### src/hw/rtl/emav_pkg.sv
// Package for the email address syntax checker.
// Holds character codes, counter limits, register indexes and shared types.
// No dependencies.
package emav_pkg;

   localparam logic [7:0] CHAR_AT  = 8'h40;
   localparam logic [7:0] CHAR_DOT = 8'h2E;

   localparam int unsigned CNT_W   = 7;
   localparam int unsigned LOCAL_W = 7;
   localparam int unsigned DOM_W   = 6;
   localparam logic [CNT_W-1:0] CNT_MAX = 7'd127;

   localparam logic [LOCAL_W-1:0] LOCAL_MAX_RST  = 7'd64;
   localparam logic [DOM_W-1:0]   DOMAIN_MAX_RST = 6'd63;

   localparam int unsigned CSR_DATA_W = 7;

   typedef enum logic [0:0] {
      CSR_LOCAL_MAX  = 1'b0,
      CSR_DOMAIN_MAX = 1'b1
   } csr_index_type;

   // character class flags from the classifier
   typedef struct packed {
      logic is_at;
      logic is_dot;
      logic is_basic;
      logic is_extra;
   } char_class_type;

   // tracker status seen by the top level
   typedef struct packed {
      logic at_first;
      logic at_seen;
   } trk_status_type;

endpackage

### src/hw/rtl/emav_if.sv
// Channel interfaces for the email address syntax checker.
// Request carries one character per transaction, response one verdict.
// No dependencies.
interface emav_req_if;
   logic       valid;
   logic       ready;
   logic [7:0] char_code;
   logic       is_final;

   modport source (output valid, output char_code, output is_final, input ready);
   modport sink   (input valid, input char_code, input is_final, output ready);
endinterface

interface emav_rsp_if;
   logic valid;
   logic ready;
   logic address_ok;

   modport source (output valid, output address_ok, input ready);
   modport sink   (input valid, input address_ok, output ready);
endinterface

### src/hw/rtl/email_address_validator_core.sv
// Email address syntax checker, top level.
// The address enters on req_ch one character per transaction, is_final set on
// the last one. Non-final characters give no response; the final character
// gives exactly one transaction on rsp_ch with address_ok set if the address
// passes all rules. The tracker then starts over for the next address.
// Part length limits are written through csr_wr_en/csr_index/csr_wdata while
// the block is idle; they keep their values across addresses.
// A final character accepted on req_ch is held in the input register; the single
// classify-and-update step then writes its verdict to the result register, which
// drives rsp_ch. Throughput: one character per cycle, set by that single step, but:
// when rsp_ch stalls with a verdict pending, non-final characters still flow;
// a following final character waits in the input register and req_ch.ready
// drops until the pending verdict is taken.
// Reset (synchronous, active high) empties both registers, clears the tracker
// and restores the limits to 64 and 63.
module email_address_validator_core
   import emav_pkg::*;
(
   input  logic                  clock,
   input  logic                  reset,
   emav_req_if.sink              req_ch,
   emav_rsp_if.source            rsp_ch,
   input  logic                  csr_wr_en,
   input  logic [0:0]            csr_index,
   input  logic [CSR_DATA_W-1:0] csr_wdata
);

   logic               s1_valid_ff;
   logic [7:0]         s1_char_ff;
   logic               s1_final_ff;
   logic               out_valid_ff, out_valid_in;
   logic               out_ok_ff;
   logic [LOCAL_W-1:0] local_max_ff;
   logic [DOM_W-1:0]   domain_max_ff;
   logic               out_free;
   logic               step;
   logic               verdict;
   char_class_type     char_class;
   trk_status_type     trk_status;

   assign out_free     = !out_valid_ff || rsp_ch.ready;
   assign step         = s1_valid_ff && (!s1_final_ff || out_free);
   assign req_ch.ready = !s1_valid_ff || step;

   always_ff @(posedge clock) begin
      if (reset) begin
         local_max_ff  <= LOCAL_MAX_RST;
         domain_max_ff <= DOMAIN_MAX_RST;
      end else if (csr_wr_en) begin
         case (csr_index_type'(csr_index))
            CSR_LOCAL_MAX:  local_max_ff  <= csr_wdata;
            CSR_DOMAIN_MAX: domain_max_ff <= csr_wdata[DOM_W-1:0];
            default: ;
         endcase
      end
   end

   // input register
   always_ff @(posedge clock) begin
      if (reset) begin
         s1_valid_ff <= 1'b0;
      end else if (req_ch.ready) begin
         s1_valid_ff <= req_ch.valid;
      end
      if (req_ch.ready && req_ch.valid) begin
         s1_char_ff  <= req_ch.char_code;
         s1_final_ff <= req_ch.is_final;
      end
   end

   emav_classify u_classify (
      .char_code  (s1_char_ff),
      .char_class (char_class)
   );

   emav_tracker u_tracker (
      .clock      (clock),
      .reset      (reset),
      .step       (step),
      .char_class (char_class),
      .is_final   (s1_final_ff),
      .local_max  (local_max_ff),
      .domain_max (domain_max_ff),
      .address_ok (verdict),
      .status     (trk_status)
   );

   // result register
   always_comb begin
      out_valid_in = out_valid_ff && !rsp_ch.ready;
      if (step && s1_final_ff) out_valid_in = 1'b1;
   end

   always_ff @(posedge clock) begin
      if (reset) begin
         out_valid_ff <= 1'b0;
      end else begin
         out_valid_ff <= out_valid_in;
      end
      if (step && s1_final_ff) begin
         out_ok_ff <= verdict;
      end
   end

   assign rsp_ch.valid      = out_valid_ff;
   assign rsp_ch.address_ok = out_ok_ff;

`ifndef NO_ASSERTIONS
   a_final_gives_rsp: assert property (@(posedge clock) disable iff (reset)
      (step && s1_final_ff) |=> out_valid_ff)
      else $error("final character did not produce a response");

   a_rsp_from_final: assert property (@(posedge clock) disable iff (reset)
      (out_valid_ff && !$past(out_valid_ff)) |-> $past(step && s1_final_ff))
      else $error("response without a final character");

   a_tracker_restart: assert property (@(posedge clock) disable iff (reset)
      (step && s1_final_ff) |=> (trk_status.at_first && !trk_status.at_seen))
      else $error("tracker not cleared after final character");

   a_stall_cause: assert property (@(posedge clock) disable iff (reset)
      !req_ch.ready |-> (s1_valid_ff && s1_final_ff && out_valid_ff && !rsp_ch.ready))
      else $error("request stalled without a pending verdict");
`endif

endmodule

### src/hw/rtl/emav_classify.sv
// Character classifier: sorts one 8-bit code into the allowed sets.
// Depends on emav_pkg.
module emav_classify
   import emav_pkg::*;
(
   input  logic [7:0]     char_code,
   output char_class_type char_class
);

   always_comb begin
      char_class.is_at    = (char_code == CHAR_AT);
      char_class.is_dot   = (char_code == CHAR_DOT);
      char_class.is_basic = (char_code inside {[8'h61:8'h7A], [8'h41:8'h5A], [8'h30:8'h39],
                                               8'h2D, CHAR_DOT});
      // !#$%&'*+-/=?^_`{|}~
      char_class.is_extra = (char_code inside {8'h21, [8'h23:8'h27], 8'h2A, 8'h2B, 8'h2D,
                                               8'h2F, 8'h3D, 8'h3F, 8'h5E, 8'h5F, 8'h60,
                                               [8'h7B:8'h7E]});
   end

endmodule

### src/hw/rtl/emav_tracker.sv
// Address state tracker: part counters, '@' and dot history, sticky error.
// Produces the verdict on the final character. Depends on emav_pkg.
module emav_tracker
   import emav_pkg::*;
(
   input  logic               clock,
   input  logic               reset,
   input  logic               step,
   input  char_class_type     char_class,
   input  logic               is_final,
   input  logic [LOCAL_W-1:0] local_max,
   input  logic [DOM_W-1:0]   domain_max,
   output logic               address_ok,
   output trk_status_type     status
);

   logic [CNT_W-1:0] local_cnt_ff, local_cnt_in;
   logic [CNT_W-1:0] dom_cnt_ff, dom_cnt_in;
   logic             at_seen_ff, at_seen_in;
   logic             prev_dot_ff, prev_dot_in;
   logic             first_ff, first_in;
   logic             err_ff, err_in;
   logic             bad;

   always_comb begin
      bad          = err_ff;
      local_cnt_in = local_cnt_ff;
      dom_cnt_in   = dom_cnt_ff;
      at_seen_in   = at_seen_ff;
      prev_dot_in  = prev_dot_ff;
      first_in     = 1'b0;

      if (char_class.is_at) begin
         if (at_seen_ff || first_ff) bad = 1'b1;
         at_seen_in  = 1'b1;
         prev_dot_in = 1'b0;
      end else begin
         if (char_class.is_dot) begin
            if (first_ff || prev_dot_ff) bad = 1'b1;
            prev_dot_in = 1'b1;
         end else begin
            if (!char_class.is_basic && !(!at_seen_ff && char_class.is_extra)) bad = 1'b1;
            prev_dot_in = 1'b0;
         end
         if (at_seen_ff) begin
            if (dom_cnt_ff != CNT_MAX) dom_cnt_in = dom_cnt_ff + 1'b1;
         end else begin
            if (local_cnt_ff != CNT_MAX) local_cnt_in = local_cnt_ff + 1'b1;
         end
      end

      // end-of-address checks use the counts including this character
      if (is_final) begin
         if (char_class.is_at || char_class.is_dot || !at_seen_in) bad = 1'b1;
         if (local_cnt_in == '0 || local_cnt_in > local_max) bad = 1'b1;
         if (dom_cnt_in == '0 || dom_cnt_in > {1'b0, domain_max}) bad = 1'b1;
      end
      err_in     = bad;
      address_ok = !bad;
   end

   always_ff @(posedge clock) begin
      if (reset || (step && is_final)) begin
         local_cnt_ff <= '0;
         dom_cnt_ff   <= '0;
         at_seen_ff   <= 1'b0;
         prev_dot_ff  <= 1'b0;
         first_ff     <= 1'b1;
         err_ff       <= 1'b0;
      end else if (step) begin
         local_cnt_ff <= local_cnt_in;
         dom_cnt_ff   <= dom_cnt_in;
         at_seen_ff   <= at_seen_in;
         prev_dot_ff  <= prev_dot_in;
         first_ff     <= first_in;
         err_ff       <= err_in;
      end
   end

   assign status.at_first = first_ff;
   assign status.at_seen  = at_seen_ff;

endmodule

### src/flat_wrapper.sv
// flat-port wrapper written by rule: the top's interface ports become plain ports
module email_address_validator_core_flat import emav_pkg::*;
  (clock, reset, csr_wr_en, csr_index, csr_wdata, req_ch_valid, req_ch_char_code, req_ch_is_final, req_ch_ready, rsp_ch_valid, rsp_ch_address_ok, rsp_ch_ready);
  emav_req_if req_ch_i ();
  emav_rsp_if rsp_ch_i ();
  input  logic clock;
  input  logic reset;
  input  logic csr_wr_en;
  input  logic [0:0] csr_index;
  input  logic [CSR_DATA_W-1:0] csr_wdata;
  input wire logic [$bits(req_ch_i.valid)-1:0] req_ch_valid;
  input wire logic [$bits(req_ch_i.char_code)-1:0] req_ch_char_code;
  input wire logic [$bits(req_ch_i.is_final)-1:0] req_ch_is_final;
  output wire logic [$bits(req_ch_i.ready)-1:0] req_ch_ready;
  output wire logic [$bits(rsp_ch_i.valid)-1:0] rsp_ch_valid;
  output wire logic [$bits(rsp_ch_i.address_ok)-1:0] rsp_ch_address_ok;
  input wire logic [$bits(rsp_ch_i.ready)-1:0] rsp_ch_ready;
  assign req_ch_i.valid = req_ch_valid;
  assign req_ch_i.char_code = req_ch_char_code;
  assign req_ch_i.is_final = req_ch_is_final;
  assign req_ch_ready = req_ch_i.ready;
  assign rsp_ch_valid = rsp_ch_i.valid;
  assign rsp_ch_address_ok = rsp_ch_i.address_ok;
  assign rsp_ch_i.ready = rsp_ch_ready;
  email_address_validator_core u_core (.clock(clock), .reset(reset), .req_ch(req_ch_i), .rsp_ch(rsp_ch_i), .csr_wr_en(csr_wr_en), .csr_index(csr_index), .csr_wdata(csr_wdata));
endmodule
### config.mk
export PLATFORM = sky130hd
export DESIGN_NAME = email_address_validator_core_flat
export DESIGN_NICKNAME = d
export VERILOG_FILES = /design/src/hw/rtl/emav_pkg.sv /design/src/hw/rtl/emav_if.sv /design/src/hw/rtl/email_address_validator_core.sv /design/src/hw/rtl/emav_classify.sv /design/src/hw/rtl/emav_tracker.sv /design/src/flat_wrapper.sv
export SDC_FILE = /design/constraint.sdc
export NUM_CORES = 1
export LEC_CHECK = 0
export BUFFER_PORTS_ARGS = -buffer_cell sky130_fd_sc_hd__buf_4
export CAP_MARGIN = 0
export CORE_UTILIZATION = 53
export CTS_BUF_LIST = sky130_fd_sc_hd__clkbuf_4 sky130_fd_sc_hd__clkbuf_8 sky130_fd_sc_hd__clkbuf_16
export DETAILED_ROUTE_END_ITERATION = 7
export PLACE_DENSITY = 0.73
export SYNTH_ARGS = -nofsm -noshare
export SYNTH_HDL_FRONTEND = slang
export SYNTH_HIERARCHICAL = 1
export SYNTH_SLANG_ARGS = --single-unit
### constraint.sdc
create_clock -name clock -period 6.6 [get_ports clock]
set_input_delay 0.33 -clock clock [delete_from_list [all_inputs] [get_ports clock]]
set_output_delay 0.33 -clock clock [all_outputs]
set_load 0.05 [all_outputs]
# Word-level counts from Yosys, hierarchy flattened
# Index checks and enable logic that the tools add are counted.
# Widths: inputs -> output; s select.
# word_totals
output_inout_bits	3
register_bits	43
in_bits	22
wordCells	97
# op_classes
n_lt_le_gt_ge	12
n_eq_ne	14
bitwise_logic	1
n_reduce_logical	36
addsub	2
mux	19
# op_table
cell	count
$eq 8x6->1 const B	8
$mux 7	6
$eq 8x7->1 const B	4
$ge 8x7->1 const B	3
$le 8x7->1 const B	3
$ge 8x6->1 const B	2
$le 8x6->1 const B	2
$add 7x1->7 const B	2
$logic_not 7->1	2
$ne 7x7->1 const B	2
$mux 1	13
$reduce_bool 12->1	1
$logic_and 1x1->1	11
$logic_or 1x1->1	10
$logic_not 1->1	9
$gt 7x6->1	1
$gt 7x7->1	1
$reduce_bool 5->1	1
$reduce_and 2->1	2
$not 1->1	1

# Longest topological paths before layout
# Gate-level depths: netlist of run 1.
# depth
ltp_word	14
depth_mapped	16

# Cells and area by module
# Netlist of run 1, hierarchy kept.
# modules_own_cells
module	seq_area_each_um2	instances	area_each_um2	cells_per_inst
emav_tracker	360.3	1	1514.0	197
email_address_validator_core	600.6	1	867.1	66
emav_classify	0.0	1	249.0	33

# Worst setup path after synthesis of run 1
# OpenSTA, ideal clock, no wires.
# synth_path
path_kind	register -> register
startpoint	reg u_core.s1_char_ff[2]
endpoint	reg u_core.out_ok_ff (netlist: u_core/rsp_ch.address_ok), data pin
n_path_buf	2
stages_incl_launch_ff	17
arrival_ps	2680
required_time_ps	6328
period_less_slack_ps	2952
slack_ps	3648
path_cell_list	edfxtp_1 buf_4 nor3_1 nand4b_1 nor2_1 clkbuf_1 nand2b_1 nor2_1 and2_1 nand2_1 xnor2_1 ha_1 and3_1 nand4_1 nand3_1 a41oi_1 a211oi_1
# synth_rtl
item	line	source
start: declaration	email_address_validator_core.sv:29	logic [7:0] s1_char_ff;
start signal: assignment	email_address_validator_core.sv:66	s1_char_ff <= req_ch.char_code;
end signal: assignment	email_address_validator_core.sv:101	out_ok_ff <= verdict;
end: declaration	email_address_validator_core.sv:32	logic out_ok_ff;

==> results.txt, run 1 <==
Outcome = finished clean
Hold Path Origin = req_ch_char_code[1]
Number of buffers created by CTS = 5
Slew Limit Headroom = 0.3801
Pleak = 1.228 nW
Power Density = 185.5 nW/um^2
Post-Synthesis Cells = 294
First-pass iteration count of the detailed router = 4
WHS Path Cells = 1
IO Pins = 25
# nets final = 345
Critical Path Fanout Max = 11
FILL cells = 410
Antenna-violating nets left = 0
WP data required = 6.64 ns
Avg Vias per Cell = 5.673
Layout cells sized above 1 = 0.1456
# diodes = 0
Commonest cells after routing, fill and taps aside = dfxtp_1, nor2_1, buf_4
Die Ht = 72.24 microns
Setup Fix Bufs, Post-CTS = 0
Final setup skew = 0.007081 ns
Dpl cells = 368
Most common cell after layout, fill and taps aside = dfxtp_1
# hold bufs at CTS = 0
Critical path depth = 14
Root Buffer = clkbuf_8
Final core utilization = 0.6093
GRT Util Overall = 0.2245
Setup Viol. Count Final = 0
Syn Area/Cell = 8.895 sq um
Worst setup path start = u_core/s1_char_ff[2]
Clock Pin Slew Worst Setup and Hold Paths = 0.08 ns
H-tree depth = 2
Max Root-Sink Buffers = 2
Final period util = 0.5188
Worst-path cell chain = nor3_1 -> nand4b_1 -> nor2_1 -> nand2b_1 -> nor2_1 -> and2_1 -> nand2_1 -> xnor2_1 -> ha_1 -> and3_1 -> nand4_1 -> nand3_1 -> a41oi_1 -> a211oi_1
Syn nets = 331
Mean routed wirelength per cell = 14.34 microns
Critical path's top delay family = simple AND/OR/NAND/NOR gates
WL final = 5393 microns
Setup_tns = 0 ns
CP Capture Type = register
Die ar. = 5219 sq um
Tmin final = 3.424 ns
Pins over their slew limit = 0
Core Region = 4723 sq um
Setup crit start kind = register
Drc violations = 0
R2R cell count = 14
Starting DRT DRC Count = 147
Clk Latency, worst-skew pair = 0.29 ns
Gpl congestion = 0.9118
Syn-to-layout area delta = 10.05%
Final Power = 0.5339 mW
Antenna violations before repair = 0
Hold_ws = 0.2055 ns
Unrepaired setup endpoints after global routing = false
Max VDD drop = 0.1296 mV
Max-cap violations = 0
Synthesized area = 2615 sq um
CTS tree = built
Biggest cell delay along the critical path = 0.52 ns
Overflow left after global routing = 0
Critical path's most frequent cell = nor2_1
# port buffers = 24
Tightest Pin Transition = 0.9255 ns
Max frequency = 292.1 MHz
# rows = 25
Die Span X = 72.24 microns
Cts repair resizes = 0
Clock Sinks = 43
Final cell count without fillers = 376
Number of global-route vias before repair = 2,027
Synth warn = 6
Largest net degree at the start of global routing = 19
Initial Utilization = 0.5536
Detailed-route via count = 2,133
CP arrival = 3.46 ns
WP buf/inv = 0
First-pass GRT wire length = 9183 microns
WS Path Type = reg -> reg
Crit Reg-Reg Startpoint = u_core/s1_char_ff[2]
Min-Delay Path Class = in -> reg
Hpwl dp = 4002 microns
Slowest cell on crit path = edfxtp_1
Number of hold violations in the final report = 0
## registers in the layout, indices dropped and copies added, names as in the netlist
name and cells:
u_core/s1_char_ff 8, u_core/u_tracker/first_ff 1, u_core/s1_final_ff 1, u_core/u_tracker/dom_cnt_ff 7, u_core/u_tracker/local_cnt_ff 7, u_core/u_tracker/at_seen_ff 1, u_core/domain_max_ff 6, u_core/local_max_ff 7
u_core/u_tracker/prev_dot_ff 1, u_core/u_tracker/err_ff 1, u_core/s1_valid_ff 1, u_core/rsp_ch.valid 1, u_core/rsp_ch.address_ok 1
## area by class of cell
cell class,count,area (sq um),area share
sequential,43,960.9,0.3339
tap,67,83.83,0.02913
inverter,20,75.07,0.02609
multi-input combinational,213,1475,0.5126
clock inverter,1,5.005,0.001739
timing repair buffer,25,187.7,0.06522
clock buffer,7,90.09,0.03130
## final timing paths
| check | end | slack, ns |
|---|---|---|
| worst max-delay path | u_core/rsp_ch.address_ok | 3.18 |
| worst min-delay path | u_core/s1_char_ff[1] | 0.21 |
| worst max register to register | u_core/rsp_ch.address_ok | 3.18 |
| worst min register to register | u_core/local_max_ff[6] | 0.47 |
## power by group
part	leakage [nW]	switching [mW]	internal [mW]	total (mW)
Sequential	0.368	0.0115	0.281	0.292
Clock	0.0517	0.0874	0.0886	0.176
Combinational	0.808	0.0336	0.0320	0.0656
## metal layers
layer	global-route usage	wire length [microns]	part of all wire
met1	0.2868	2494	0.46
met2	0.3863	2626	0.49
met3	0.03750	194	0.036
met4	0.07190	78	0.014
met5	0	0	0
## stage by stage
step | setup WS (ns) | area, sq um
finish | 3.176 | 2878
floorplan | 3.648 | 2615
detailed placement | 3.283 | 2783
global route | 2.826 | 2878
CTS | 3.253 | 2878
global placement | 3.394 | 2783
No activity file was read; power rests on OpenSTA's default activity.
==> run 2: changes to the inputs <==
ABC_AREA = 1   (was not set)
PLACE_DENSITY = 0.75   (was 0.73)
clock period = 2.94 ns   (was 6.6 ns; I/O delays follow)
==> run 2 against run 1 <==
Sequential power grew 130%. Global-route usage grew 0.81 points. Worst hold slack worse by 0.18 ns. Synthesized cell count is 31% higher. Final area increased by 8.7%. Setup slack got worse by 3.0 ns. Largest cell class unchanged.
==> results.txt, run 2 <==
Outcome = finished clean (unchanged)
FILL cells = 417 (was 410)
Mean routed wirelength per cell = 11.93 microns (was 14.34 microns)
Final setup skew = 0.008818 ns (was 0.007081 ns)
R2R cell count = 18 (was 14)
Number of global-route vias before repair = 2,281 (was 2,027)
Number of hold violations in the final report = 0 (unchanged)
WP data required = 3.00 ns (was 6.64 ns)
Drc violations = 0 (unchanged)
Crit Reg-Reg Startpoint = u_core/s1_char_ff[2] (unchanged)
Setup Viol. Count Final = 0 (unchanged)
NetSw = 0.3530 mW (was 0.1325 mW)
WL final = 5870 microns (was 5393 microns)
# port buffers = 24 (unchanged)
# rows = 25 (unchanged)
Clock share of power = 0.292 (was 0.330)
Core Region = 4723 sq um (unchanged)
Tmin final = 2.733 ns (was 3.424 ns)
CP arrival = 2.79 ns (was 3.46 ns)
Pins over their slew limit = 0 (unchanged)
H-tree depth = 2 (unchanged)
Power Density = 402.2 nW/um^2 (was 185.5 nW/um^2)
Final period util = 0.9295 (was 0.5188)
Met3 usage = 0.03889 (was 0.03750)
First-pass GRT wire length = 9577 microns (was 9183 microns)
Hold_ws = 0.02339 ns (was 0.2055 ns)
Synth warn = 6 (unchanged)
Min-Delay Path Class = in -> reg (unchanged)
Busiest grt layer = met2 (unchanged)
Layout cells sized above 1 = 0.1741 (was 0.1456)
Max reg flops = 8 (unchanged)
Pint = 0.9049 mW (was 0.4013 mW)
WS Path Type = reg -> reg (unchanged)
Max VDD drop = 0.3642 mV (was 0.1296 mV)
Max Root-Sink Buffers = 2 (unchanged)
Overflow left after global routing = 0 (unchanged)
Most common cell after layout, fill and taps aside = nand2_1 (was dfxtp_1)
Register with the most flip-flops = u_core/s1_char_ff (unchanged)
Slack of the worst reg-to-reg path = 0.21 ns (was 3.18 ns)
Setup_tns = 0 ns (unchanged)
Critical Path Fanout Max = 8 (was 11)
Clk Latency, worst-skew pair = 0.30 ns (was 0.29 ns)
Clock Pin Slew Worst Setup and Hold Paths = 0.08 ns (about the same)
Crit path capture = u_core/rsp_ch.address_ok (unchanged)
Dpl cells = 477 (was 368)
Largest net degree at the start of global routing = 20 (was 19)
Hpwl dp = 4303 microns (was 4002 microns)
Sw Ratio = 0.2806 (was 0.2483)
IO Pins = 25 (unchanged)
Synthesized area = 2619 sq um (was 2615 sq um)
Antenna-violating nets left = 0 (unchanged)
Root Buffer = clkbuf_8 (unchanged)
Syn Area/Cell = 6.820 sq um (was 8.895 sq um)
Pleak = 1.584 nW (was 1.228 nW)
Avg Vias per Cell = 5.102 (was 5.673)
Syn-to-layout area delta = 19.45% (was 10.05%)
Slew Limit Headroom = 0.6652 (was 0.3801)
CP Capture Type = register (unchanged)
Max-cap violations = 0 (unchanged)
Max frequency = 365.9 MHz (was 292.1 MHz)
# diodes = 0 (unchanged)
Clock Sinks = 43 (unchanged)
Seq pwr share = 0.530 (was 0.547)
Detailed-route via count = 2,510 (was 2,133)
GR Layer Usage met1 = 0.2957 (was 0.2868)
GRT Util Overall = 0.2326 (was 0.2245)
# nets final = 461 (was 345)
Initial Utilization = 0.5544 (was 0.5536)
Die Ht = 72.29 microns (was 72.24 microns)
Setup crit start kind = register (unchanged)
Worst setup path start = u_core/s1_char_ff[2] (unchanged)
Met2 Usage GRT = 0.3915 (was 0.3863)
Commonest cells after routing, fill and taps aside = nand2_1, inv_1, nor2_1 (was dfxtp_1, nor2_1, buf_4)
Antenna violations before repair = 0 (unchanged)
Syn nets = 421 (was 331)
Critical R2R Capture = u_core/rsp_ch.address_ok (unchanged)
Die Span X = 72.29 microns (was 72.24 microns)
Post-Synthesis Cells = 384 (was 294)
Starting DRT DRC Count = 171 (was 147)
Tightest Pin Transition = 0.4895 ns (was 0.9255 ns)
CTS tree = built (unchanged)
Gpl congestion = 0.8600 (was 0.9118)
Die ar. = 5226 sq um (was 5219 sq um)
Final cell count without fillers = 492 (was 376)
Number of buffers created by CTS = 5 (unchanged)
First-pass iteration count of the detailed router = 4 (unchanged)
Combinational share of power = 0.179 (was 0.123)
==> run 2: power by group through the flow <==
| stage | combinational [mW] | sequential [mW] | clock [mW] |
|---|---|---|---|
| final | 0.225 | 0.666 | 0.367 |
| after global routing | 0.257 | 0.671 | 0.397 |
| after CTS | 0.204 | 0.666 | 0.378 |
| after detailed placement | 0.202 | 0.679 | 0 |
| after global placement | 0.198 | 0.679 | 0 |
| after floorplan | 0.135 | 0.678 | 0 |
==> run 2: worst max-delay path, stage by stage (launching register included) <==
cell	delay (ns)
edfxtp_1	0.41
nor2_2	0.20
nand2_2	0.10
nor4_4	0.15
buf_6	0.18
nor2_4	0.07
nand2_2	0.10
inv_1	0.07
nand3_1	0.07
nand2_1	0.12
ha_4	0.30
nand2_1	0.06
o21ai_1	0.12
nand2b_1	0.06
a21oi_1	0.14
nor2_1	0.06
nand3_1	0.07
nand2_1	0.06
and2_1	0.14
==> run 2: per-stage QoR <==
| step | util | setup slack (ns) | instance area [sq um] | total power, mW |
|---|---|---|---|---|
| finish | 0.6623 | 0.2073 | 3128 | 1.258 |
| global route | 0.6623 | -0.08644 | 3128 | 1.325 |
| CTS | 0.6366 | 0.1648 | 3007 | 1.248 |
| detailed placement | 0.6188 | 0.1737 | 2923 | 0.8813 |
| global placement | 0.6188 | 0.2107 | 2923 | 0.8761 |
| floorplan | - | 0.1759 | 2634 | 0.8132 |
==> run 2: worst min-delay path by stage <==
stage / from / endpoint / slack, ns / cells after the start
finish: req_ch_char_code[5] / u_core/s1_char_ff[5] / 0.02 / 1
global route: req_ch_char_code[5] / u_core/s1_char_ff[5] / 0.009 / 1
CTS: reset / u_core/s1_valid_ff / 0.01 / 2
detailed placement: reset / u_core/s1_valid_ff / 0.33 / 2
global placement: req_ch_char_code[5] / u_core/s1_char_ff[5] / 0.33 / 1
floorplan: reset / u_core/s1_valid_ff / 0.22 / 1
==> run 2: final cells by class <==
| class | instances | area [sq um] | area share |
|---|---|---|---|
| clock buffer | 6 | 76.32 | 0.02440 |
| tap | 67 | 83.83 | 0.02680 |
| inverter | 73 | 276.5 | 0.08840 |
| timing repair buffer | 37 | 281.5 | 0.09000 |
| clock inverter | 2 | 7.507 | 0.002400 |
| multi-input combinational | 264 | 1441 | 0.4608 |
| sequential | 43 | 960.9 | 0.3072 |
==> run 2: per-layer routing <==
| metal | routed length (microns) | up-vias |
|---|---|---|
| met5 | 0 | - |
| met4 | 70 | 0 |
| met3 | 234 | 8 |
| met2 | 2805 | 58 |
| met1 | 2760 | 1131 |
| li1 | - | 1313 |
==> run 2: what timing repair did <==
| action | 4_1_cts | 5_1_grt |
|---|---|---|
| hold buffers | 0 | 0 |
| gates resized for setup | 0 | 14 |
| setup buffers | 0 | 7 |
| setup endpoints to repair | 0 | 2 |
